File: src/rtl/core/gn2d_ram.sv
// gn2d_ram: generic single-port-write, single-port-read ram with registered read
module gn2d_ram #(
  parameter int WIDTH = 8,
  parameter int DEPTH = 256
) (
  input  logic                     clk,
  input  logic                     we,
  input  logic [$clog2(DEPTH)-1:0] waddr,
  input  logic [WIDTH-1:0]         wdata,
  input  logic [$clog2(DEPTH)-1:0] raddr,
  output logic [WIDTH-1:0]         rdata
);

  logic [WIDTH-1:0] mem [DEPTH];

  always_ff @(posedge clk) begin
    if (we) begin
      mem[waddr] <= wdata;
    end
    rdata <= mem[raddr];
  end

endmodule

File: config.mk
export PLATFORM = sky130hd
export DESIGN_NAME = gn2d_ram
export DESIGN_NICKNAME = d
export VERILOG_FILES = /design/src/rtl/core/gn2d_ram.sv
export SDC_FILE = /design/constraint.sdc
export NUM_CORES = 2
export LEC_CHECK = 0
export ABC_AREA = 1
export BUFFER_PORTS_ARGS = -buffer_cell sky130_fd_sc_hd__clkbuf_2
export CORE_MARGIN = 5
export CORE_UTILIZATION = 40
export DETAILED_ROUTE_END_ITERATION = 10
export PLACE_DENSITY = 0.59
export SYNTH_ARGS = -nofsm -noshare
export SYNTH_HDL_FRONTEND = slang
export SYNTH_SLANG_ARGS = --single-unit
export TNS_END_PERCENT = 10
File: constraint.sdc
create_clock -name clk -period 1.8 [get_ports clk]
set_input_delay 0.18 -clock clk [delete_from_list [all_inputs] [get_ports clk]]
set_output_delay 0.18 -clock clk [all_outputs]
set_load 0.03 [all_outputs]
==> out/metrics.csv <==
stage;metric;value;unit
clock_network;Worst-Skew Late Latency;0.85;ns
placement;IO Port Bufs;33;
clock_network;CTS root buffer;clkbuf_16;
placement;HPWL after DPL;153000;um
yosys;Distinct cells, synth;14;
critical_path;most used cell, CP;nand3_1;
sta;Worst Max-Slew Pin Slew;0.805;ns
yosys;sequential area share after synthesis;0.739;
sta;unrepaired setup endpoints after global routing;true;
sta;setup_tns;-0.0197;ns
power_and_ir_drop;total power;103;mW
yosys;Synth Area in Simple Gates;0.229;
grt;gr usage total;0.222;
die;Die X;467;um
placement;DP Cell Count;10062;
die;height of the chip;467;um
clock_network;CTS tree;done;
sta;Hold Fails Final Rpt;0;
power_and_ir_drop;VDD IR max;816;uV
yosys;Mapped Nets;7029;
sta;Achievable Freq;550;MHz
die;I/O Pins;34;
grt;grt total ovfl;0;
layout;Area Overhead vs Synth;19.1;%
run;max cap viols;0;
critical_path;slowest cell delay on critical path;0.36;ns
clock_network;clock-pin transition on the worst setup and hold timing paths;0.06;ns
placement;gpl congestion;0.883;
min_path;Min-Delay Path Class;input port to flop;
routing;vias per inst;5.41;
grt;initial antenna violation count;12;
sta;Slew Limit Headroom;0.461;
critical_path;Data arrival, critical path;2.55;ns
layout;share of layout cells above drive strength 1;0.143;
yosys;Synth Cell Area;0.0834;mm2
power_and_ir_drop;Cell Pwr Density;1040;mW/mm2
yosys;fraction of the mapped netlist area in adder cells;0;
sta;final setup vio count;2;
yosys;YS warnings;0;
die;Core ar.;0.207;mm2
sta;clock skew;0.0464;ns
die;Total Die Area;0.218;mm2
outcome;failing checks;setup timing;
critical_path;slowest CP cell;edfxtp_1;
yosys;Mapped Avg Cell Area;11.9;um2
critical_path;Worst setup EP type;flop;
routing;Vias;56664;
outcome;status;finished with violations;
clock_network;H-Tree Depth;4;
layout;fin util;0.479;
yosys;mux contribution to synthesized area;0;
critical_path;worst path cell trace;nand2_1 > nand3_1 > nand3_1 > nand3_1 > nand3_1 > nand3_1 > nand3_1 > nand2_1 > nand2_1 > nand2_1;
clock_network;Clock Sink Count;2056;
yosys;Post-Synthesis Cells;7003;
sta;final setup margin;-0.0171;ns
routing;routed wire length;245000;um
critical_path;critical path fanouts, max;1;
die;initial core utilization;0.402;
clock_network;CTS Buf Count;209;
grt;vias in the first global route;54830;
sta;Pins Over Slew Limit;0;
power_and_ir_drop;P_leak;35.6;nW
grt;first-pass GRT wire length;363000;um
yosys;Synth Register Bits;2056;
yosys;Synth Area in Compound Gates;0;
sta;Tmin final;1.82;ns
yosys;Post-Synth XOR/XNOR Area;0;
grt;largest net degree at the start of global routing;83;
critical_path;type of the worst setup path;flop to flop;
routing;Final ANT Viol Nets;0;
sta;crit share post-route;1.01;
yosys;largest family of logic cells by synthesized area;simple AND/OR/NAND/NOR gates;
routing;drt initial violations;6488;
die;standard-cell row count;167;
routing;wire per inst;23.4;um
clock_network;setup bufs post-CTS;0;
critical_path;Crit path required time;2.53;ns
layout;Finished Layout Cells;10471;
critical_path;crit path launch type;flop;
routing;Pre-Repair DR Iteration Count;6;
clock_network;Max clock buf depth;3;
routing;DRC violations left;0;
layout;nets@finish;7521;
metrics by stage:
stage	cell area, um2	hold slack, ns	worst slack (ns)
floorplan	83400	0.279	0.129
global placement	92200	0.496	-0.710
detailed placement	92200	0.495	-0.684
CTS	99100	0.0363	-0.0788
global route	99300	0.0884	-0.0380
finish	99300	0.0762	-0.0171
registers in the layout, indices dropped and copies added (netlist names):
name,cells
mem,2048
rdata,8
cells in the final DEF, fill, tap and decap left out:
| cell | n |
|---|---|
| buf_6 | 1 |
| buf_12 | 164 |
| inv_4 | 1 |
| nand2_1 | 2117 |
| nand3_1 | 1989 |
| clkinv_16 | 4 |
| clkbuf_4 | 2 |
| dfxtp_2 | 6 |
| edfxtp_1 | 2048 |
| dfxtp_4 | 1 |
| clkbuf_1 | 39 |
| buf_4 | 557 |
| nor2_1 | 283 |
| inv_16 | 2 |
| inv_1 | 34 |
| clkinv_2 | 45 |
| dlygate4sd3_1 | 10 |
| inv_8 | 3 |
| clkinv_1 | 55 |
| bufinv_16 | 20 |
| nand2_2 | 6 |
| clkinvlp_4 | 3 |
| buf_2 | 2 |
| nand3_4 | 3 |
| clkinv_8 | 4 |
| dfxtp_1 | 1 |
| clkinv_4 | 1 |
| buf_8 | 11 |
| diode_2 | 9 |
| clkbuf_16 | 211 |
| clkbuf_2 | 17 |
| inv_6 | 6 |
| nand3_2 | 27 |
| inv_2 | 1 |
cell type report:
type                    count  area [um2]
repair buffers            764        7850
clock buffers             250        5430
diodes                      9        22.5
inverters                  39         180
flip-flops and latches   2056       61700
clock inverters           140        1330
fillers                 18475      108000
well taps                2788        3490
multi-input cells        4425       19300
per-layer routing:
| layer | up-vias | wire length (um) | track usage |
|---|---|---|---|
| met5 | - | 31 | 0 |
| met4 | 4 | 8870 | 0.0826 |
| met3 | 413 | 20700 | 0.0405 |
| met2 | 2405 | 116000 | 0.356 |
| met1 | 27963 | 99400 | 0.304 |
| li1 | 25879 | - | - |
final timing paths:
path | start | end | slack [ns] | depth (start not counted)
setup reg to reg | mem[224][0] | rdata[0] | -0.02 | 10
hold reg to reg | mem[92][3] | rdata[3] | 0.97 | 10
setup / recovery | mem[224][0] | rdata[0] | -0.02 | 10
hold / removal | raddr[6] | rdata[3] | 0.08 | 7
logic make-up (layout without fill, tap and decap cells):
logic type	count (synthesis)	after routing
buffers and inverters	522	1193
and+or+nand+nor	4425	4425
other	0	9
DFF	2056	2056
power by group:
part / switching, mW / internal, mW
sequential: 0.0826 / 52.8
clock: 18.4 / 24.4
combinational: 4.94 / 2.22
total: 23.5 / 79.4
synthesized netlist by cell type, drive strengths merged:
master  count  area (um2)
nand2    2123        7970
edfxtp   2048       61500
nand3    2019       10100
buf       371        2030
nor2      283        1060
clkbuf    112         420
inv        39         149
dfxtp       8         160
timing repair:
action	4_1_cts	5_1_grt
cloned	0	0
pin swaps	0	0
resized for setup	14	30
hold endpoints to repair	1411	0
hold buffers	10	0
setup endpoints to repair	13	9
critical path, delay by kind of cell, from the launching register on:
| kind | cells | cell delay (ns) |
|---|---|---|
| AND/OR/NAND/NOR | 10 | 1.37 |
| flip-flops | 1 | 0.36 |
Power figures use the tool's default switching activity.
