===== src/rtl/core/gn2d_pkg.sv =====
// gn2d_pkg: shared types, constants and the gradient function of the 2d noise block
package gn2d_pkg;

  localparam int PERM_AW = 8;
  localparam int QB      = 24;

  localparam logic [31:0] LCG_MUL      = 32'd1664525;
  localparam logic [31:0] LCG_ADD      = 32'd1013904223;
  localparam logic [31:0] SEED_DEFAULT = 32'hdeadbeef;

  localparam logic signed [23:0] SKEW_F2 = 24'sd6140887;
  localparam logic signed [22:0] SKEW_G2 = 23'sd3545443;

  localparam logic signed [31:0] ONE_Q     = 32'sd16777216;
  localparam logic signed [31:0] HALF_Q    = 32'sd8388608;
  localparam logic signed [31:0] TEN_Q     = 32'sd167772160;
  localparam logic signed [31:0] FIFTEEN_Q = 32'sd251658240;

  localparam logic OP_BUILD  = 1'b0;
  localparam logic OP_SAMPLE = 1'b1;

  localparam logic KIND_PERLIN  = 1'b0;
  localparam logic KIND_SIMPLEX = 1'b1;

  localparam logic [1:0] CFG_SEED = 2'd0;
  localparam logic [1:0] CFG_KIND = 2'd1;

  typedef logic [PERM_AW-1:0] perm_addr_t;
  typedef logic [7:0]         perm_data_t;

  typedef struct packed {
    logic       we;
    perm_addr_t waddr;
    perm_data_t wdata;
    perm_addr_t raddr;
  } ram_req_t;

  function automatic logic signed [31:0] grad_dot(input logic [2:0] h,
                                                  input logic signed [31:0] dx,
                                                  input logic signed [31:0] dy);
    logic signed [31:0] g;
    unique case (h)
      3'd0: g = dx + dy;
      3'd1: g = dy - dx;
      3'd2: g = dx - dy;
      3'd3: g = -dx - dy;
      3'd4: g = dx;
      3'd5: g = -dx;
      3'd6: g = dy;
      3'd7: g = -dy;
      default: g = dx;
    endcase
    return g;
  endfunction

endpackage


===== src/rtl/core/gn2d_shuf.sv =====
// gn2d_shuf: permutation table fill and lcg driven shuffle sequencer
module gn2d_shuf
  import gn2d_pkg::*;
(
  input  logic        clk,
  input  logic        rst_n,
  input  logic        start,
  input  logic [31:0] seed,
  input  perm_data_t  rdata,
  output ram_req_t    req,
  output logic        busy,
  output logic        done
);

  localparam logic [2:0] SH_IDLE = 3'd0;
  localparam logic [2:0] SH_FILL = 3'd1;
  localparam logic [2:0] SH_LCG  = 3'd2;
  localparam logic [2:0] SH_DIV  = 3'd3;
  localparam logic [2:0] SH_RDK  = 3'd4;
  localparam logic [2:0] SH_RDM  = 3'd5;
  localparam logic [2:0] SH_WRK  = 3'd6;
  localparam logic [2:0] SH_WRM  = 3'd7;

  logic [2:0]  sh_state_r, sh_state_nxt;
  perm_addr_t  cnt_r;
  logic        build_r;
  logic [31:0] lcg_r, dvd_r;
  perm_addr_t  k_r;
  logic [8:0]  rem_r, rem_nxt;
  logic [2:0]  dstep_r;
  perm_data_t  vk_r;
  logic [8:0]  divisor;
  logic [31:0] lcg_nxt;

  assign divisor = {1'b0, k_r} + 9'd1;
  assign lcg_nxt = lcg_r * LCG_MUL + LCG_ADD;

  // four dividend bits per cycle into the remainder, msb first
  always_comb begin
    logic [9:0] r;
    r = {1'b0, rem_r};
    for (int b = 0; b < 4; b++) begin
      r = {r[8:0], dvd_r[31 - b]};
      if (r >= {1'b0, divisor}) begin
        r = r - {1'b0, divisor};
      end
    end
    rem_nxt = r[8:0];
  end

  always_comb begin
    sh_state_nxt = sh_state_r;
    req          = '0;
    req.raddr    = k_r;
    unique case (sh_state_r)
      SH_IDLE: if (start) sh_state_nxt = SH_FILL;
      SH_FILL: begin
        req.we    = 1'b1;
        req.waddr = cnt_r;
        req.wdata = cnt_r;
        if (cnt_r == '1) sh_state_nxt = build_r ? SH_LCG : SH_IDLE;
      end
      SH_LCG:  sh_state_nxt = SH_DIV;
      SH_DIV:  if (dstep_r == 3'd7) sh_state_nxt = SH_RDK;
      SH_RDK: begin
        req.raddr    = k_r;
        sh_state_nxt = SH_RDM;
      end
      SH_RDM: begin
        req.raddr    = rem_r[PERM_AW-1:0];
        sh_state_nxt = SH_WRK;
      end
      SH_WRK: begin
        req.we       = 1'b1;
        req.waddr    = k_r;
        req.wdata    = rdata;
        sh_state_nxt = SH_WRM;
      end
      SH_WRM: begin
        req.we       = 1'b1;
        req.waddr    = rem_r[PERM_AW-1:0];
        req.wdata    = vk_r;
        sh_state_nxt = (k_r == perm_addr_t'(1)) ? SH_IDLE : SH_LCG;
      end
      default: sh_state_nxt = SH_IDLE;
    endcase
  end

  assign busy = (sh_state_r != SH_IDLE);
  assign done = (sh_state_r == SH_WRM) && (k_r == perm_addr_t'(1));

  always_ff @(posedge clk) begin
    if (!rst_n) begin
      sh_state_r <= SH_FILL;
      cnt_r      <= '0;
      build_r    <= 1'b0;
    end else begin
      sh_state_r <= sh_state_nxt;
      if (sh_state_r == SH_FILL) cnt_r <= cnt_r + perm_addr_t'(1);
      if (sh_state_r == SH_IDLE && start) begin
        cnt_r   <= '0;
        build_r <= 1'b1;
      end
    end
  end

  always_ff @(posedge clk) begin
    unique case (sh_state_r)
      SH_IDLE: begin
        lcg_r <= (seed == 32'd0) ? SEED_DEFAULT : seed;
        k_r   <= '1;
      end
      SH_LCG: begin
        lcg_r   <= lcg_nxt;
        dvd_r   <= lcg_nxt;
        rem_r   <= '0;
        dstep_r <= '0;
      end
      SH_DIV: begin
        rem_r   <= rem_nxt;
        dvd_r   <= {dvd_r[27:0], 4'd0};
        dstep_r <= dstep_r + 3'd1;
      end
      SH_RDM:  vk_r <= rdata;
      SH_WRM:  k_r  <= k_r - perm_addr_t'(1);
      default: ;
    endcase
  end

endmodule


===== config.mk =====
export PLATFORM = sky130hd
export DESIGN_NAME = gn2d_shuf
export DESIGN_NICKNAME = d
export VERILOG_FILES = /design/src/rtl/core/gn2d_pkg.sv /design/src/rtl/core/gn2d_shuf.sv
export SDC_FILE = /design/constraint.sdc
export NUM_CORES = 1
export LEC_CHECK = 0
export BUFFER_PORTS_ARGS = -buffer_cell sky130_fd_sc_hd__buf_2
export CAP_MARGIN = 25
export CELL_PAD_IN_SITES_DETAIL_PLACEMENT = 1
export CELL_PAD_IN_SITES_GLOBAL_PLACEMENT = 2
export CORE_MARGIN = 2
export CORE_UTILIZATION = 45
export CTS_CLUSTER_DIAMETER = 30
export DETAILED_ROUTE_END_ITERATION = 10
export GPL_TIMING_DRIVEN = 1
export PLACE_DENSITY_LB_ADDON = 0.1
export SETUP_SLACK_MARGIN = 0.05
export SYNTH_ARGS = -nofsm -noshare
export SYNTH_HDL_FRONTEND = slang
export SYNTH_SLANG_ARGS = --single-unit

===== constraint.sdc =====
create_clock -name clk -period 17.3 [get_ports clk]
set_input_delay 2.595 -clock clk [delete_from_list [all_inputs] [get_ports clk]]
set_output_delay 2.595 -clock clk [all_outputs]
set_load 0.03 [all_outputs]

==> flow_summary.ini <==
[critical_path]
path_max_fanout = 15
crit_end = rem_r[5]
critPathArrivalTime_ns = 11.11
r2r_setup_slack_ns = 6.30
worstReg2RegEnd = rem_r[5]
reg2reg_from = k_r[0]
cpMostUsedCell = a21o_1
startpoint_type = register
worst_setup_path_end_kind = register
cpMaxStageDelayCell = a2111oi_1
ff2ff_path_depth = 40
critPathKind = register to register
cp-startpoint = k_r[0]
cp.required_ns = 17.41
cpPeakStageDelay_ns = 0.70

[clock_network]
hold_buffers = 0
cts_tree = done
htree_levels = 3
cts_setup_buffers = 0
clock-root-buffer = clkbuf_16
cts_made_buffers = 9
cts_resized = 0
clockBufferDepth = 2
clock_sinks = 104
path_clk_slew_ns = 0.08
clkLatencyLatePin_ns = 0.37

[logic_synthesis]
synth-simple-area-share_pct = 11.7
synth_fa_ha_area_share_pct = 38.1
synth_compound_area_share_pct = 12.5
syn-num-nets = 1820
yosys_warnings = 0
syn_area_sq_um = 14100
yosysUniqueCellTypes = 91
synth_edf_count = 92
yosys.area.top_type = fa_1
ys.flop_type = edfxtp_1
synth_top_family_by_area = adder cells
synthCells = 1446
yosys.area_share.xor_xnor_pct = 5.71
async_flop_share_pct = 0
synth.avg_cell_area_sq_um = 9.72
synth_seq_area_share_pct = 21.4
yosysTopAreaCellShare_pct = 20.4
synth_most_common_cell = inv_1
ys_ff_latch = 104
synth_commonest_cells = 236 x inv_1, 188 x ha_1, 147 x nand2_1
ys_top_cells_by_area = fa_1 20%, edfxtp_1 20%, ha_1 17%
yosys-mux-area-fraction_pct = 2.93

[placement]
gp_congestion = 0.859
placed_area_sq_um = 14800
dp.cells = 1880
hpwl_um = 33500
io_buffers = 69
pre_cts_ws_ns = 6.44

[power]
p_per_area_nw_per_um2 = 33.9
p_int_mw = 0.396
p_comb_share_pct = 3.7
total_power_mw = 0.512
switchingPower_mw = 0.116
ir_worst_vdd_uv = 57.9
p_clk_share_pct = 43.2
leakagePower_nw = 7.03
seqPwrFrac_pct = 53.1
switching_share_pct = 22.7

[floorplanning]
core-area_sq_um = 30700
num_rows = 64
die-width_um = 181
ios = 70
die_y_um = 181
die_area_sq_um = 32700
start_util_pct = 45.8

[detailed_routing]
drt_iter0_drc = 570
drc_errors = 0
drt-total-wl_um = 39600
viasPerCell = 5.57
wl_per_cell_um = 20.9
num_vias = 10600
dr.pass1.iters = 5
detail-route-antenna-nets = 0

[worst_hold_path]
worstHoldStart = build_r
hold_class = register to register

[status]
outcome = complete, no violations

[sta]
period_minus_slack_ns = 11.00
post-route-period-util_pct = 63.6
fmax_ghz = 0.0909
tightestPinTransition_ns = 1.02
rsz0062_at_grt = false
setup_viol = 0
final-hold-violation-count = 0
setup_tns_ns = 0
worst_slack_ns = 6.30
relSlewSlack_pct = 31.4
slew_viol_final = 0
finClkSkew_ns = 0.0134

[global_route]
grt_pass1_vias = 11500
grt_pass1_wl_um = 64000
grt_max_degree = 49
overflow = 0
grt.total_usage_pct = 25.0
antenna_found_initial = 0

[layout]
design_area_sq_um = 15100
multi_input_comb_area_sq_um = 9990
final_cells = 1896
seqCellArea_sq_um = 3000
fillers = 3478
area_growth_pct = 7.57
antennaDiodeCount = 0
drive_gt1_share_pct = 9.53
nNetsFinal = 1869

[run]
drv_cap = 0
-- layout by cell type, fill, tap and decap left out, drive strengths merged, types with 48 or more instances in the layout --
cell type	Yosys	layout
a21oi	48	48
nand2	148	148
o21ai	64	64
inv	237	241
buf	9	79
edfxtp	92	92
fa	143	143
ha	188	188
nor2	61	61
xnor2	59	59
-- flip-flops by register name, summed over array words and instances (netlist names) --
name / flops
build_r: 1
dstep_r: 3
cnt_r: 8
sh_state_r: 3
lcg_r: 32
k_r: 8
rem_r: 9
vk_r: 8
dvd_r: 32
-- through the flow --
| step | hold WS, ns | util (%) |
|---|---|---|
| 2_1_floorplan | 0.459 | - |
| 3_3_place_gp | 0.487 | 48.2 |
| 3_5_place_dp | 0.490 | 48.3 |
| 4_1_cts | 0.514 | 49.3 |
| 5_1_grt | 0.547 | 49.3 |
| 6_report | 0.506 | 49.3 |
-- worst min path at each step --
stage	to	slack [ns]	depth (start not counted)
4_1_cts	build_r	0.51	2
5_1_grt	dvd_r[15]	0.55	2
2_1_floorplan	build_r	0.46	2
6_report	build_r	0.51	2
3_5_place_dp	build_r	0.49	2
3_3_place_gp	build_r	0.49	2
-- kinds of logic after synthesis --
group | count (synthesis)
compound gates | 246
xor+xnor | 87
fa+ha+maj | 345
buf+inv | 279
flops | 104
mux | 38
simple gates | 347
-- worst max-delay path, delay by kind of cell (launching register included) --
kind / cells / cell delay (ns)
xor gates and xnor gates: 1 / 0.15
adders and majority gates: 7 / 2.75
buffers and inverters: 4 / 0.58
muxes: 2 / 0.53
AOI/OAI and AO/OA: 16 / 4.78
DFF: 1 / 0.51
and+or+nand+nor: 10 / 1.45
-- power groups by stage --
stage               logic [mW]  registers [mW]  clock network (mW)
finish                  0.0190           0.272               0.221
floorplan              0.00889           0.277                   0
detailed placement      0.0189           0.278                   0
global route            0.0207           0.272               0.232
CTS                     0.0191           0.272               0.224
global placement        0.0184           0.278                   0
-- metal layers --
| metal | GRT usage (%) | vias up | share of wire (%) |
|---|---|---|---|
| met5 | 0 | - | 0 |
| met4 | 4.19 | 0 | 1.3 |
| met3 | 2.88 | 30 | 3.6 |
| met2 | 41.0 | 176 | 46 |
| met1 | 36.0 | 5333 | 49 |
| li1 | - | 5016 | - |
-- layout make-up --
| class | count | share of cell area [%] |
|---|---|---|
| Multi-Input combinational cell | 1063 | 66.1 |
| Sequential cell | 104 | 19.9 |
| Inverter | 238 | 5.91 |
| Tap cell | 396 | 3.28 |
| Timing Repair Buffer | 79 | 2.81 |
| Clock buffer | 10 | 1.51 |
| Clock inverter | 6 | 0.554 |
Power figures use the tool's default switching activity.
